**src/dmix_pkg.sv**
```systemverilog
// ----------------------------------------------------------------------------
// dmix_pkg
// Shared types and constants for the differential drive mixer: register
// indexes, fixed-point constants, and the controller-to-datapath command.
// ----------------------------------------------------------------------------
package dmix_pkg;

    // configuration register indexes
    localparam logic [2:0] REG_ACCEL_RATE  = 3'd0;
    localparam logic [2:0] REG_DECEL_RATE  = 3'd1;
    localparam logic [2:0] REG_EXPO_AMOUNT = 3'd2;
    localparam logic [2:0] REG_STILL_SHARE = 3'd3;
    localparam logic [2:0] REG_MAX_TURN    = 3'd4;
    localparam logic [2:0] REG_MAX_WHEEL   = 3'd5;

    localparam int CFG_INDEX_W = 3;
    localparam int CFG_DATA_W  = 16;

    // register reset values
    localparam logic [15:0] ACCEL_RATE_RST  = 16'd1024;
    localparam logic [15:0] DECEL_RATE_RST  = 16'd384;
    localparam logic [15:0] EXPO_AMOUNT_RST = 16'd11469;
    localparam logic [15:0] STILL_SHARE_RST = 16'd32768;
    localparam logic [14:0] MAX_TURN_RST    = 15'd1512;
    localparam logic [14:0] MAX_WHEEL_RST   = 15'd3000;

    // unity in Q0.15
    localparam logic [16:0] ONE_Q15 = 17'd32768;

    // battery sample window: 20 * |raw| below unity
    localparam int          SAMPLE_DIV   = 20;
    localparam logic [14:0] ALLOW_LIMIT  = 15'((32768 + SAMPLE_DIV - 1) / SAMPLE_DIV);

    // lightbar thresholds in percent
    localparam logic [6:0] LOW_PCT = 7'd20;
    localparam logic [6:0] MID_PCT = 7'd40;

    // lightbar colour codes
    localparam logic [1:0] COLOUR_RED   = 2'd0;
    localparam logic [1:0] COLOUR_AMBER = 2'd1;
    localparam logic [1:0] COLOUR_GREEN = 2'd2;

    // drive modes
    localparam logic MODE_STOP   = 1'b0;
    localparam logic MODE_MANUAL = 1'b1;

    // operand selection for the shared multiplier
    typedef enum logic [3:0] {
        MUL_RATE = 4'd0,  // rate * tick length
        MUL_SQ   = 4'd1,  // |stick| squared
        MUL_CUBE = 4'd2,  // square * |stick|
        MUL_ELIN = 4'd3,  // (1 - expo) * |stick|
        MUL_ECUB = 4'd4,  // expo * cube
        MUL_GATE = 4'd5,  // (1 - share) * |ramp|
        MUL_BASE = 4'd6,  // |ramp| * wheel ceiling
        MUL_TA   = 4'd7,  // expo curve * turn ceiling
        MUL_TB   = 4'd8   // previous product * gate
    } mul_sel_t;

    // where the previous product lands
    typedef enum logic [2:0] {
        CAP_NONE = 3'd0,
        CAP_RAMP = 3'd1,
        CAP_CUBE = 3'd2,
        CAP_ELIN = 3'd3,
        CAP_EXPO = 3'd4,
        CAP_GATE = 3'd5,
        CAP_BASE = 3'd6,
        CAP_TURN = 3'd7
    } cap_sel_t;

    typedef struct packed {
        logic     load;
        mul_sel_t mul_sel;
        cap_sel_t cap;
        logic     publish;
    } dmix_cmd_t;

endpackage

```
**src/dmix_ctrl.sv**
```systemverilog
// ----------------------------------------------------------------------------
// dmix_ctrl
// Sequencer for one control tick: accepts a beat, steps the shared
// multiplier through its products, then loads the output register.
// ----------------------------------------------------------------------------
module dmix_ctrl (
    input  logic                clk,
    input  logic                rst_n,
    input  logic                in_valid,
    output logic                in_stall,
    output logic                out_valid,
    input  logic                out_stall,
    output dmix_pkg::dmix_cmd_t cmd
);

    typedef enum logic [11:0] {
        S_IDLE   = 12'b0000_0000_0001,
        S_M_RATE = 12'b0000_0000_0010,
        S_M_SQ   = 12'b0000_0000_0100,
        S_M_CUBE = 12'b0000_0000_1000,
        S_M_ELIN = 12'b0000_0001_0000,
        S_M_ECUB = 12'b0000_0010_0000,
        S_M_GATE = 12'b0000_0100_0000,
        S_M_BASE = 12'b0000_1000_0000,
        S_M_TA   = 12'b0001_0000_0000,
        S_M_TB   = 12'b0010_0000_0000,
        S_MIX    = 12'b0100_0000_0000,
        S_DONE   = 12'b1000_0000_0000
    } state_t;

    state_t state_reg;
    state_t state_next;
    logic   out_valid_reg;
    logic   out_valid_next;
    logic   accept;
    logic   slot_free;

    assign in_stall  = (state_reg != S_IDLE);
    assign accept    = in_valid && !in_stall;
    assign slot_free = !out_valid_reg || !out_stall;
    assign out_valid = out_valid_reg;

    // next state and command decode
    always_comb
    begin
        state_next  = state_reg;
        cmd.load    = 1'b0;
        cmd.mul_sel = dmix_pkg::MUL_RATE;
        cmd.cap     = dmix_pkg::CAP_NONE;
        cmd.publish = 1'b0;
        case (state_reg)
            S_IDLE:
            begin
                cmd.load = accept;
                if (accept)
                begin
                    state_next = S_M_RATE;
                end
            end
            S_M_RATE:
            begin
                cmd.mul_sel = dmix_pkg::MUL_RATE;
                state_next  = S_M_SQ;
            end
            S_M_SQ:
            begin
                cmd.mul_sel = dmix_pkg::MUL_SQ;
                cmd.cap     = dmix_pkg::CAP_RAMP;
                state_next  = S_M_CUBE;
            end
            S_M_CUBE:
            begin
                cmd.mul_sel = dmix_pkg::MUL_CUBE;
                state_next  = S_M_ELIN;
            end
            S_M_ELIN:
            begin
                cmd.mul_sel = dmix_pkg::MUL_ELIN;
                cmd.cap     = dmix_pkg::CAP_CUBE;
                state_next  = S_M_ECUB;
            end
            S_M_ECUB:
            begin
                cmd.mul_sel = dmix_pkg::MUL_ECUB;
                cmd.cap     = dmix_pkg::CAP_ELIN;
                state_next  = S_M_GATE;
            end
            S_M_GATE:
            begin
                cmd.mul_sel = dmix_pkg::MUL_GATE;
                cmd.cap     = dmix_pkg::CAP_EXPO;
                state_next  = S_M_BASE;
            end
            S_M_BASE:
            begin
                cmd.mul_sel = dmix_pkg::MUL_BASE;
                cmd.cap     = dmix_pkg::CAP_GATE;
                state_next  = S_M_TA;
            end
            S_M_TA:
            begin
                cmd.mul_sel = dmix_pkg::MUL_TA;
                cmd.cap     = dmix_pkg::CAP_BASE;
                state_next  = S_M_TB;
            end
            S_M_TB:
            begin
                cmd.mul_sel = dmix_pkg::MUL_TB;
                state_next  = S_MIX;
            end
            S_MIX:
            begin
                cmd.cap    = dmix_pkg::CAP_TURN;
                state_next = S_DONE;
            end
            S_DONE:
            begin
                // hold here until the output register can take the beat
                if (slot_free)
                begin
                    cmd.publish = 1'b1;
                    state_next  = S_IDLE;
                end
            end
            default:
            begin
                state_next = S_IDLE;
            end
        endcase
    end

    // output valid: set on publish, cleared when the beat is taken
    always_comb
    begin
        out_valid_next = out_valid_reg;
        if (cmd.publish)
        begin
            out_valid_next = 1'b1;
        end
        else if (!out_stall)
        begin
            out_valid_next = 1'b0;
        end
    end

    always_ff @(posedge clk or negedge rst_n)
    begin
        if (!rst_n)
        begin
            state_reg     <= S_IDLE;
            out_valid_reg <= 1'b0;
        end
        else
        begin
            state_reg     <= state_next;
            out_valid_reg <= out_valid_next;
        end
    end

endmodule

```
**src/dmix_datapath.sv**
```systemverilog
// ----------------------------------------------------------------------------
// dmix_datapath
// Configuration registers, throttle ramp state, one shared 32x16 multiplier
// with its product register, and the output register of the mixer.
// ----------------------------------------------------------------------------
module dmix_datapath (
    input  logic                clk,
    input  logic                rst_n,
    // configuration
    input  logic                cfg_we,
    input  logic [2:0]          cfg_index,
    input  logic [15:0]         cfg_data,
    // input beat
    input  logic                link_up,
    input  logic [14:0]         right_trigger,
    input  logic [14:0]         left_trigger,
    input  logic signed [15:0]  stick_x,
    input  logic [15:0]         tick_length,
    input  logic                battery_lockout,
    input  logic                battery_fresh,
    input  logic [6:0]          battery_percent,
    // command
    input  dmix_pkg::dmix_cmd_t cmd,
    // result beat
    output logic                drive_mode,
    output logic signed [15:0]  left_target,
    output logic signed [15:0]  right_target,
    output logic signed [15:0]  throttle_level,
    output logic                sample_allow,
    output logic                light_update,
    output logic [1:0]          light_colour
);

    // configuration registers
    logic [15:0] accel_reg;
    logic [15:0] decel_reg;
    logic [15:0] expo_reg;
    logic [15:0] share_reg;
    logic [14:0] mtt_reg;
    logic [14:0] mwt_reg;

    // latched input beat
    logic               link_reg;
    logic               lock_reg;
    logic               fresh_reg;
    logic [6:0]         pct_reg;
    logic signed [15:0] raw_reg;
    logic signed [15:0] sx_reg;
    logic [15:0]        dt_reg;

    // work registers
    logic signed [15:0] ramp_reg;
    logic signed [15:0] ramp_next;
    logic [47:0]        prod_reg;
    logic [15:0]        cube_reg;
    logic [30:0]        elin_reg;
    logic [15:0]        expo_e_reg;
    logic [15:0]        gate_reg;
    logic [14:0]        base_reg;
    logic [14:0]        turn_reg;

    // output register
    logic               mode_out_reg;
    logic [15:0]        left_out_reg;
    logic [15:0]        right_out_reg;
    logic [15:0]        thr_out_reg;
    logic               allow_out_reg;
    logic               lupd_out_reg;
    logic [1:0]         colour_out_reg;

    // combinational helpers
    logic [15:0]        raw_neg;
    logic [14:0]        araw;
    logic [15:0]        ramp_neg;
    logic [14:0]        aramp;
    logic [15:0]        asx;
    logic [15:0]        expo_sat;
    logic [15:0]        share_sat;
    logic [15:0]        expo_inv;
    logic [15:0]        share_inv;
    logic [15:0]        rate_sel;
    logic [31:0]        op_a;
    logic [15:0]        op_b;
    logic [47:0]        prod_next;
    logic signed [23:0] diff;
    logic signed [23:0] step_pos;
    logic signed [23:0] step_neg;
    logic signed [23:0] diff_lim;
    logic [31:0]        expo_sum;
    logic [16:0]        gate_sum;
    logic [14:0]        head;
    logic [14:0]        base_lim;
    logic [16:0]        sbase;
    logic [16:0]        sturn;
    logic [16:0]        left_sum;
    logic [16:0]        right_sum;
    logic               mode_now;
    logic [1:0]         colour_now;

    // magnitudes and saturated blends
    always_comb
    begin
        raw_neg   = 16'(-raw_reg);
        araw      = raw_reg[15] ? raw_neg[14:0] : raw_reg[14:0];
        ramp_neg  = 16'(-ramp_reg);
        aramp     = ramp_reg[15] ? ramp_neg[14:0] : ramp_reg[14:0];
        asx       = sx_reg[15] ? 16'(-sx_reg) : 16'(sx_reg);
        expo_sat  = (17'(expo_reg) > dmix_pkg::ONE_Q15) ? 16'(dmix_pkg::ONE_Q15) : expo_reg;
        share_sat = (17'(share_reg) > dmix_pkg::ONE_Q15) ? 16'(dmix_pkg::ONE_Q15) : share_reg;
        expo_inv  = 16'(dmix_pkg::ONE_Q15 - 17'(expo_sat));
        share_inv = 16'(dmix_pkg::ONE_Q15 - 17'(share_sat));
        // deceleration rate when |raw| is below |ramp|, else acceleration rate
        rate_sel  = (araw < aramp) ? decel_reg : accel_reg;
    end

    // shared multiplier operand select
    always_comb
    begin
        case (cmd.mul_sel)
            dmix_pkg::MUL_RATE:
            begin
                op_a = 32'(rate_sel);
                op_b = dt_reg;
            end
            dmix_pkg::MUL_SQ:
            begin
                op_a = 32'(asx);
                op_b = asx;
            end
            dmix_pkg::MUL_CUBE:
            begin
                op_a = prod_reg[31:0];
                op_b = asx;
            end
            dmix_pkg::MUL_ELIN:
            begin
                op_a = 32'(expo_inv);
                op_b = asx;
            end
            dmix_pkg::MUL_ECUB:
            begin
                op_a = 32'(expo_sat);
                op_b = cube_reg;
            end
            dmix_pkg::MUL_GATE:
            begin
                op_a = 32'(share_inv);
                op_b = 16'(aramp);
            end
            dmix_pkg::MUL_BASE:
            begin
                op_a = 32'(aramp);
                op_b = 16'(mwt_reg);
            end
            dmix_pkg::MUL_TA:
            begin
                op_a = 32'(expo_e_reg);
                op_b = 16'(mtt_reg);
            end
            dmix_pkg::MUL_TB:
            begin
                op_a = prod_reg[31:0];
                op_b = gate_reg;
            end
            default:
            begin
                op_a = 32'd0;
                op_b = 16'd0;
            end
        endcase
        prod_next = 48'(op_a) * 48'(op_b);
    end

    // ramp step: move toward raw by at most the rate-limited step; zero on link loss or lockout
    always_comb
    begin
        diff     = 24'(raw_reg) - 24'(ramp_reg);
        step_pos = signed'({1'b0, prod_reg[31:9]});
        step_neg = -step_pos;
        if (diff > step_pos)
        begin
            diff_lim = step_pos;
        end
        else if (diff < step_neg)
        begin
            diff_lim = step_neg;
        end
        else
        begin
            diff_lim = diff;
        end
        if (!link_reg || lock_reg)
        begin
            ramp_next = 16'sd0;
        end
        else
        begin
            ramp_next = 16'(24'(ramp_reg) + diff_lim);
        end
    end

    // expo curve and steering gate sums
    assign expo_sum = 32'(elin_reg) + prod_reg[31:0];
    assign gate_sum = 17'(share_sat) + 17'(prod_reg[30:15]);

    // final mix: steering first, forward speed within what is left
    always_comb
    begin
        head      = (mwt_reg > turn_reg) ? 15'(mwt_reg - turn_reg) : 15'd0;
        base_lim  = (base_reg > head) ? head : base_reg;
        sbase     = ramp_reg[15] ? 17'(-{2'b00, base_lim}) : {2'b00, base_lim};
        sturn     = sx_reg[15] ? 17'(-{2'b00, turn_reg}) : {2'b00, turn_reg};
        left_sum  = 17'(sbase + sturn);
        right_sum = 17'(sbase - sturn);
        mode_now  = link_reg && !lock_reg;
    end

    // lightbar colour from a fresh reading
    always_comb
    begin
        if (!(link_reg && fresh_reg))
        begin
            colour_now = dmix_pkg::COLOUR_RED;
        end
        else if (lock_reg || (pct_reg < dmix_pkg::LOW_PCT))
        begin
            colour_now = dmix_pkg::COLOUR_RED;
        end
        else if (pct_reg < dmix_pkg::MID_PCT)
        begin
            colour_now = dmix_pkg::COLOUR_AMBER;
        end
        else
        begin
            colour_now = dmix_pkg::COLOUR_GREEN;
        end
    end

    // configuration registers and ramp state
    always_ff @(posedge clk or negedge rst_n)
    begin
        if (!rst_n)
        begin
            accel_reg <= dmix_pkg::ACCEL_RATE_RST;
            decel_reg <= dmix_pkg::DECEL_RATE_RST;
            expo_reg  <= dmix_pkg::EXPO_AMOUNT_RST;
            share_reg <= dmix_pkg::STILL_SHARE_RST;
            mtt_reg   <= dmix_pkg::MAX_TURN_RST;
            mwt_reg   <= dmix_pkg::MAX_WHEEL_RST;
            ramp_reg  <= 16'sd0;
        end
        else
        begin
            if (cfg_we)
            begin
                case (cfg_index)
                    dmix_pkg::REG_ACCEL_RATE:  accel_reg <= cfg_data;
                    dmix_pkg::REG_DECEL_RATE:  decel_reg <= cfg_data;
                    dmix_pkg::REG_EXPO_AMOUNT: expo_reg  <= cfg_data;
                    dmix_pkg::REG_STILL_SHARE: share_reg <= cfg_data;
                    dmix_pkg::REG_MAX_TURN:    mtt_reg   <= cfg_data[14:0];
                    dmix_pkg::REG_MAX_WHEEL:   mwt_reg   <= cfg_data[14:0];
                    default:
                    begin
                    end
                endcase
            end
            if (cmd.cap == dmix_pkg::CAP_RAMP)
            begin
                ramp_reg <= ramp_next;
            end
        end
    end

    // input latch and multiplier pipeline
    always_ff @(posedge clk)
    begin
        if (cmd.load)
        begin
            link_reg  <= link_up;
            lock_reg  <= battery_lockout;
            fresh_reg <= battery_fresh;
            pct_reg   <= battery_percent;
            raw_reg   <= signed'(16'({1'b0, right_trigger}) - 16'({1'b0, left_trigger}));
            sx_reg    <= stick_x;
            dt_reg    <= tick_length;
        end
        prod_reg <= prod_next;
        case (cmd.cap)
            dmix_pkg::CAP_CUBE: cube_reg   <= prod_reg[45:30];
            dmix_pkg::CAP_ELIN: elin_reg   <= prod_reg[30:0];
            dmix_pkg::CAP_EXPO: expo_e_reg <= expo_sum[30:15];
            dmix_pkg::CAP_GATE: gate_reg   <= gate_sum[15:0];
            dmix_pkg::CAP_BASE: base_reg   <= prod_reg[29:15];
            dmix_pkg::CAP_TURN: turn_reg   <= prod_reg[44:30];
            default:
            begin
            end
        endcase
    end

    // output register
    always_ff @(posedge clk)
    begin
        if (cmd.publish)
        begin
            mode_out_reg   <= mode_now ? dmix_pkg::MODE_MANUAL : dmix_pkg::MODE_STOP;
            left_out_reg   <= mode_now ? left_sum[15:0] : 16'd0;
            right_out_reg  <= mode_now ? right_sum[15:0] : 16'd0;
            thr_out_reg    <= ramp_reg;
            allow_out_reg  <= link_reg && (araw < dmix_pkg::ALLOW_LIMIT);
            lupd_out_reg   <= link_reg && fresh_reg;
            colour_out_reg <= colour_now;
        end
    end

    assign drive_mode     = mode_out_reg;
    assign left_target    = signed'(left_out_reg);
    assign right_target   = signed'(right_out_reg);
    assign throttle_level = signed'(thr_out_reg);
    assign sample_allow   = allow_out_reg;
    assign light_update   = lupd_out_reg;
    assign light_colour   = colour_out_reg;

endmodule

```
**src/differential_drive_mixer.sv**
```systemverilog
// An accepted input beat passes the nine multiply states, S_MIX and S_DONE to out_valid.
// A new beat is taken only in S_IDLE, since the single shared 32x16
// multiplier issues nine products per tick; output backpressure adds wait.
// The next beat is taken while a finished result still waits at the output.
// Reset: configuration returns to defaults, throttle ramp clears, no result.
// ----------------------------------------------------------------------------
// differential_drive_mixer
// Arcade mixer for a differential drive: slew-limited throttle, cubic expo
// steering with a speed gate, wheel targets, stop handling and lightbar.
// ----------------------------------------------------------------------------
module differential_drive_mixer (
    input  logic                                clk,
    input  logic                                rst_n,
    // configuration port
    input  logic                                cfg_we,
    input  logic [dmix_pkg::CFG_INDEX_W-1:0]    cfg_index,
    input  logic [dmix_pkg::CFG_DATA_W-1:0]     cfg_data,
    // input channel
    input  logic                                in_valid,
    output logic                                in_stall,
    input  logic                                link_up,
    input  logic [14:0]                         right_trigger,
    input  logic [14:0]                         left_trigger,
    input  logic signed [15:0]                  stick_x,
    input  logic [15:0]                         tick_length,
    input  logic                                battery_lockout,
    input  logic                                battery_fresh,
    input  logic [6:0]                          battery_percent,
    // output channel
    output logic                                out_valid,
    input  logic                                out_stall,
    output logic                                drive_mode,
    output logic signed [15:0]                  left_target,
    output logic signed [15:0]                  right_target,
    output logic signed [15:0]                  throttle_level,
    output logic                                sample_allow,
    output logic                                light_update,
    output logic [1:0]                          light_colour
);

    dmix_pkg::dmix_cmd_t cmd;

    // sequencer
    dmix_ctrl u_ctrl (
        .clk       (clk),
        .rst_n     (rst_n),
        .in_valid  (in_valid),
        .in_stall  (in_stall),
        .out_valid (out_valid),
        .out_stall (out_stall),
        .cmd       (cmd)
    );

    // arithmetic and storage
    dmix_datapath u_datapath (
        .clk             (clk),
        .rst_n           (rst_n),
        .cfg_we          (cfg_we),
        .cfg_index       (cfg_index),
        .cfg_data        (cfg_data),
        .link_up         (link_up),
        .right_trigger   (right_trigger),
        .left_trigger    (left_trigger),
        .stick_x         (stick_x),
        .tick_length     (tick_length),
        .battery_lockout (battery_lockout),
        .battery_fresh   (battery_fresh),
        .battery_percent (battery_percent),
        .cmd             (cmd),
        .drive_mode      (drive_mode),
        .left_target     (left_target),
        .right_target    (right_target),
        .throttle_level  (throttle_level),
        .sample_allow    (sample_allow),
        .light_update    (light_update),
        .light_colour    (light_colour)
    );

endmodule
```
**config.mk**
```make
export PLATFORM = sky130hd
export DESIGN_NAME = differential_drive_mixer
export DESIGN_NICKNAME = d
export VERILOG_FILES = /design/src/dmix_pkg.sv /design/src/dmix_ctrl.sv /design/src/dmix_datapath.sv /design/src/differential_drive_mixer.sv
export SDC_FILE = /design/constraint.sdc
export NUM_CORES = 2
export LEC_CHECK = 0
export BUFFER_PORTS_ARGS = -buffer_cell sky130_fd_sc_hd__buf_2
export CAP_MARGIN = 25
export CORE_ASPECT_RATIO = 0.7
export CORE_MARGIN = 2
export CORE_UTILIZATION = 50
export CTS_BUF_LIST = sky130_fd_sc_hd__clkbuf_8
export CTS_CLUSTER_SIZE = 25
export DETAILED_ROUTE_END_ITERATION = 8
export PLACE_DENSITY = 0.77
export SLEW_MARGIN = 40
export SYNTH_ARGS = -nofsm -noshare
export SYNTH_HDL_FRONTEND = slang
export SYNTH_SLANG_ARGS = --single-unit
```
**constraint.sdc**
```tcl
create_clock -name clk -period 14.2 [get_ports clk]
set_clock_uncertainty 0.05 [all_clocks]
set_input_delay 0.71 -clock clk [delete_from_list [all_inputs] [get_ports clk]]
set_output_delay 0.71 -clock clk [all_outputs]
set_load 0.02 [all_outputs]
```
=== After elaboration in Yosys (flattened, before gate mapping) ===
Cells that the tools add are included.

* Bits in registers: 389
* Input port bits: 96
* Logic and storage cells: 145

* Add/sub/neg operators: 16
* $mul: 1
* Order comparisons: 10
* Equality and inequality tests: 36
* Muxes and demuxes: 27
* Bitwise operators: 1
* Reduce and logical (&&, ||, !) cells: 24

{| class="wikitable"
|+ Operators by type and width
! cell !! count
|-
| 32-bit one-hot mux with 8 select lines || 1
|-
| 16-bit 2-to-1 mux || 9
|-
| 12-bit one-hot mux with 12 select lines || 1
|-
| 16-bit one-hot mux with 7 select lines || 1
|-
| 15-bit 2-to-1 mux || 4
|-
| 16-bit adder || 3
|-
| 32-bit by 16-bit multiplier with 46-bit output || 1
|-
| 16-bit greater-than comparator (second input constant) || 2
|-
| 15-bit negation with 16-bit output || 2
|-
| 4-bit one-hot mux with 8 select lines || 1
|-
| 16-bit subtractor (first input constant) || 2
|-
| 31-bit adder || 1
|-
| 15-bit greater-than comparator || 2
|-
| 15-bit negation || 2
|-
| 17-bit by 24-bit greater-than comparator with 1-bit output || 1
|-
| 17-bit by 24-bit less-than comparator with 1-bit output || 1
|-
| 12-bit 2-to-1 mux || 2
|-
| 23-bit negation with 24-bit output || 1
|-
| 3-bit one-hot mux with 7 select lines || 1
|-
| 3-bit equality test (second input constant) || 6
|-
| 16-bit by 16-bit subtractor with 17-bit output || 1
|-
| 4-bit by 3-bit equality test with 1-bit output (second input constant) || 4
|-
| 16-bit negation || 1
|-
| 15-bit by 15-bit subtractor with 16-bit output || 1
|-
| 36 further kinds || 64
|}

=== Longest topological paths before layout ===
* Depth after elaboration: 7
* Depth in mapped cells: 41
* Depth with buffers taken out: 38

=== By module ===
From an unflattened synthesis, not the netlist that was laid out.

* Cells, all modules: 4,282
* Area total of the unflattened synthesis: 40,502.6 µm²

{| class="wikitable"
|+ Modules (own cells, without submodules)
! module !! instances !! cells each !! area an instance (µm²)
|-
| dmix_datapath || 1 || 4,208 || 39,750.6
|-
| dmix_ctrl || 1 || 74 || 752.0
|}

=== Least setup slack after synthesis ===
Ideal clock, no wire load.

* Path type: flip-flop to flip-flop
* Start: reg u_datapath.ramp_reg[1]
* End: reg u_datapath.prod_reg[44]
* Arrival: 9.671 ns
* Slack: 4.356 ns
* Cell stages (with the launch flop): 37
* Path buffers: 2
* Cells stage by stage: dfrtp_1 > inv_1 > ha_1 > or4b_2 > or2_2 > o41ai_1 > xnor2_1 > inv_1 > ha_1 > a211o_1 > nor3_1 > a31oi_2 > buf_2 > mux2i_1 > o221ai_1 > buf_2 > nand2_1 > fa_1 > inv_1 > fa_1 > fa_1 > inv_1 > fa_1 > fa_1 > fa_1 > inv_1 > ha_1 > or4_1 > a211o_1 > a21o_1 > a31oi_1 > a21oi_1 > a31oi_1 > o21ai_0 > a31oi_1 > o21ai_1 > xor2_1

* Word-level cells in the longest chain between the ends: 6

{| class="wikitable"
|+ Ends and longest elaborated chain
! item !! RTL line !! text
|-
| from (decl) || dmix_datapath.sv:52 || <nowiki>logic signed [15:0] ramp_reg;</nowiki>
|-
| from (signal assigned) || dmix_datapath.sv:270 || <nowiki>ramp_reg <= ramp_next;</nowiki>
|-
| 15-bit negation || dmix_datapath.sv:105 || <nowiki>ramp_neg = 16'(-ramp_reg);</nowiki>
|-
| 15-bit 2-to-1 mux (*) || dmix_datapath.sv:106 || <nowiki>aramp = ramp_reg[15] ? ramp_neg[14:0] : ramp_reg[14:0];</nowiki>
|-
| 15-bit less-than comparator || dmix_datapath.sv:113 || <nowiki>rate_sel = (araw < aramp) ? decel_reg : accel_reg;</nowiki>
|-
| 16-bit 2-to-1 mux || dmix_datapath.sv:113 ||
|-
| 32-bit one-hot mux with 8 select lines || dmix_datapath.sv:119 || <nowiki>case (cmd.mul_sel)</nowiki>
|-
| 32-bit by 16-bit multiplier with 46-bit output (*) || dmix_datapath.sv:171 || <nowiki>prod_next = 48'(op_a) * 48'(op_b);</nowiki>
|-
| named net u_datapath.prod_next[44] || dmix_datapath.sv:84 || <nowiki>logic [47:0] prod_next;</nowiki>
|-
| to (signal assigned) || dmix_datapath.sv:288 || <nowiki>prod_reg <= prod_next;</nowiki>
|-
| to (decl) || dmix_datapath.sv:54 || <nowiki>logic [47:0] prod_reg;</nowiki>
|}

Mark *: on every way through the listed nets, which the timed path passes. The rest lies on a longest branch.
A chain may end at the register's enable or synchronous reset.

=== Worst setup path in the final report ===
* Start: reg u_datapath.ramp_reg[0]
* End: reg u_datapath.prod_reg[44]

The elaborated chain is that of the path after synthesis.

==> impl_summary.log <==
[metrics] status: complete, but fails checks
[metrics] failing checks: design-rule violations
[metrics] path class of the lowest-slack min-delay path: primary input to flop
[metrics] worst-skew pair later-pin latency: about 0.71 ns
[metrics] # clock sinks: around 390
[metrics] sum of negative setup slack: 0 ns
[metrics] startpoint of the most critical register-to-register path: u_datapath.ramp_reg[0]
[metrics] FMAX: roughly 86 MHz
[metrics] H-tree lvl count: 3
[metrics] Max FO, Critical Path: 10
[metrics] wire length of the first global-routing pass: around 190 mm
[metrics] actual slew at the worst max-slew pin: just over 0.9 ns
[metrics] initial detailed-routing violation count: roughly 4200
[metrics] CTS root buffer: sky130_fd_sc_hd__clkbuf_8
[metrics] floorplan die area: between 0.08 and 0.09 mm²
[metrics] number of buffer and inverter instances along the worst setup path: 7
[metrics] yosys synthesis warning count: 0
[metrics] beginning of the critical path: u_datapath.ramp_reg[0]
[metrics] biggest area consumer among synthesized cells: sky130_fd_sc_hd__fa_1
[metrics] unrepaired setup endpoints after global routing: false
[metrics] Post-Synthesis Cells: about 4300
[metrics] GRT Total Usage: 30.88%
[metrics] worst hold slack after final layout: ~0.14 ns
[metrics] delay of the slowest critical-path stage: between 0.6 and 0.7 ns
[metrics] post-detailed-route count of antenna-violating nets: 0
[metrics] Port Buf Inserts: around 150
[metrics] vias after detailed routing: 33350
[metrics] logic depth of the worst register-to-register path: 36
[metrics] number of maximum-capacitance violations: 0
[metrics] worst relative slew slack: roughly 39%
[metrics] Endpoint, Worst Hold: u_datapath.dt_reg[15]
[metrics] launch instance of the worst min-delay path: tick_length[15]
[metrics] async set-or-reset flop fraction in the synthesized netlist: 31.87%
[metrics] last weighted congestion value of the routability-driven placer: about 1.0
[metrics] worst path arrival time: approximately 12 ns
[metrics] vias in the first global route: around 32000
[metrics] internal reg-to-reg setup slack: about 2.6 ns
[metrics] max-slew violations: 0
[metrics] Required @ worst endpoint: 14.70 ns
[metrics] number of failing setup endpoints in the final timing report: 0
[metrics] DR WL/cell: 23.12 µm
[metrics] final cycle utilization of the critical path: roughly 80%
[metrics] area share of the largest cell type after synthesis: 20.94%
[metrics] Netlist Area Pre-Place: 0.04054 mm²
[metrics] Initial Utilization: between 50% and 60%
[metrics] Remaining DRCs: 5
[metrics] post-layout minimum cycle time: ~12 ns
[metrics] flip-flop count of the largest register, all copies and words added: between 40 and 50
[metrics] cell types with the largest area share after synthesis: sky130_fd_sc_hd__fa_1, sky130_fd_sc_hd__edfxtp_1, sky130_fd_sc_hd__ha_1
[metrics] layout cell share with drive strength beyond 1: ~12%
[metrics] cell type of the slowest stage on the worst timing path: sky130_fd_sc_hd__or4b_2
[metrics] HPWL reported at the end of detailed placement: between 90 and 100 mm
[metrics] #FFs+latches synth: between 300 and 400
[metrics] Min-Delay Path Depth: 1
[metrics] via/cell ratio: 6.009
[metrics] startpoint type of the worst setup path: flop
[metrics] Post-layout nets: roughly 5300
[metrics] routed wire length: between 100 and 150 mm
[metrics] sequential share of the synthesized area: between 20% and 30%
[metrics] Post-synth top flop: sky130_fd_sc_hd__edfxtp_1
[metrics] final number of hold-violating endpoints: 0
[metrics] Avg Synthesized Cell Area: 9.480 µm²
[metrics] distinct cell type count after synthesis: 104
[metrics] number of enable-type register cells in the synthesized netlist: 217
[metrics] Reg2Reg Capture Point: u_datapath.prod_reg[44]
[metrics] Die Y-Extent: 242.2 µm
[metrics] clock tree from TritonCTS: yes
[metrics] clock buffer count from CTS: 66
[metrics] most frequent cells in the layout: sky130_fd_sc_hd__inv_1, sky130_fd_sc_hd__nand2_1, sky130_fd_sc_hd__fa_1
[metrics] Core Rows: 87
[metrics] horizontal extent of the die: around 340 µm
[metrics] crit-path most repeated cell: sky130_fd_sc_hd__fa_1
[metrics] buffers from clock root to sink, at most: 3
[metrics] total gr overflow: 0
[metrics] Detailed Routing Iterations Pass 1: 9
[metrics] category of the worst setup path capture point: flop
[metrics] layout overhead on the synthesized area: 9.053%
[metrics] maximum number of pins on one net before global-route repair: a little under 70
[metrics] category of the most critical setup path: flop to flop
[metrics] Top Family by Delay on Critical Path: adder cells
[metrics] most common cell after layout, fill and taps aside: sky130_fd_sc_hd__inv_1
[metrics] synthesized netlist net count: between 5000 and 6000
[metrics] number of antenna violations at the first check in global routing: 13
[metrics] Clock Pin Slew Worst Setup and Hold Paths: ~0.070 ns
[metrics] I/O pins: approximately 150
[metrics] Core Footprint: approximately 0.08 mm²
metal layers:
layer	share of wire [%]	vias up	global-route usage, %
li1	-	14700	-
met1	42	16400	45.40
met2	40	2002	42.03
met3	15	244	11.79
met4	2.6	4	8.478
met5	0.016	-	0
cell families (layout without fill, tap and decap cells):
kind of cell               Yosys count  in the layout  share of synthesized area (%)
and+or+nand+nor                   1315           1315                          15.30
buffers and inverters              755            947                          7.312
adders and majority gates          749            749                          30.97
AOI/OAI and AO/OA                  715            715                          12.01
DFF                                386            386                          26.02
xor gates and xnor gates           231            231                          4.991
muxes                              125            125                          3.392
other                                0             14                              0
worst reg2reg max path, delay by kind of cell (launching register included):
family	cells	cell delay, ns
adder cells (fa/ha/maj)	9	3.68
AO/OA/AOI/OAI	12	3.64
AND/OR/NAND/NOR	5	1.90
buffers and inverters	7	1.04
flip-flops	1	0.58
XOR/XNOR	2	0.46
multiplexers	1	0.15
through the flow:
step,worst slack (ns),instance area [µm²],instances,util (%)
2_1_floorplan,4.356,40540,4276,-
3_3_place_gp,2.272,42480,5401,52.81
3_5_place_dp,2.475,42670,5412,53.04
4_1_cts,2.470,44120,5534,54.84
5_1_grt,2.184,44170,5537,54.91
6_report,2.565,44210,5550,54.95
Yosys cell counts (all sizes together) (22+ instances only):
| master | number |
|---|---|
| nor3 | 78 |
| fa | 424 |
| or3 | 30 |
| a211oi | 32 |
| edfxtp | 217 |
| nor2 | 331 |
| nand3 | 51 |
| a21oi | 172 |
| xnor2 | 169 |
| a31oi | 31 |
| nand4 | 35 |
| ha | 325 |
| mux2i | 26 |
| mux2 | 99 |
| xor2 | 62 |
| inv | 603 |
| a21o | 57 |
| dfrtp | 97 |
| dfxtp | 46 |
| dfstp | 26 |
| clkbuf | 84 |
| o31ai | 25 |
| nor2b | 52 |
| o21ai | 136 |
| o22ai | 22 |
| and2 | 63 |
| nand2b | 37 |
| buf | 66 |
| o21a | 38 |
| or2 | 24 |
| nand2 | 511 |
cell type report:
cell class | instances | area [µm²]
clock buffers | 75 | 1032
diodes | 14 | 35.03
inverters | 605 | 2272
fillers | 7024 | 36240
flip-flops and latches | 386 | 10550
repair buffers | 221 | 1336
clock inverters | 46 | 406.6
multi-input cells | 3135 | 27240
well taps | 1068 | 1336
worst max-delay path by stage:
stage / endpoint / slack, ns / depth (start not counted)
after detailed placement: u_datapath.prod_reg[44] / 2.47 / 36
final: u_datapath.prod_reg[44] / 2.56 / 36
after global routing: u_datapath.prod_reg[45] / 2.18 / 34
after global placement: u_datapath.prod_reg[45] / 2.27 / 35
after floorplan: u_datapath.prod_reg[44] / 4.36 / 36
after CTS: u_datapath.prod_reg[44] / 2.47 / 36
what timing repair did:
item | CTS | global route
setup buffers | 0 | 0
gates resized for setup | 0 | 0
hold endpoints to repair | 38 | 0
hold buffers | 1 | 0
Power is left out: the tool's default activity adds up to more than one toggle a clock period on the data nets, which glitch-free logic cannot reach.
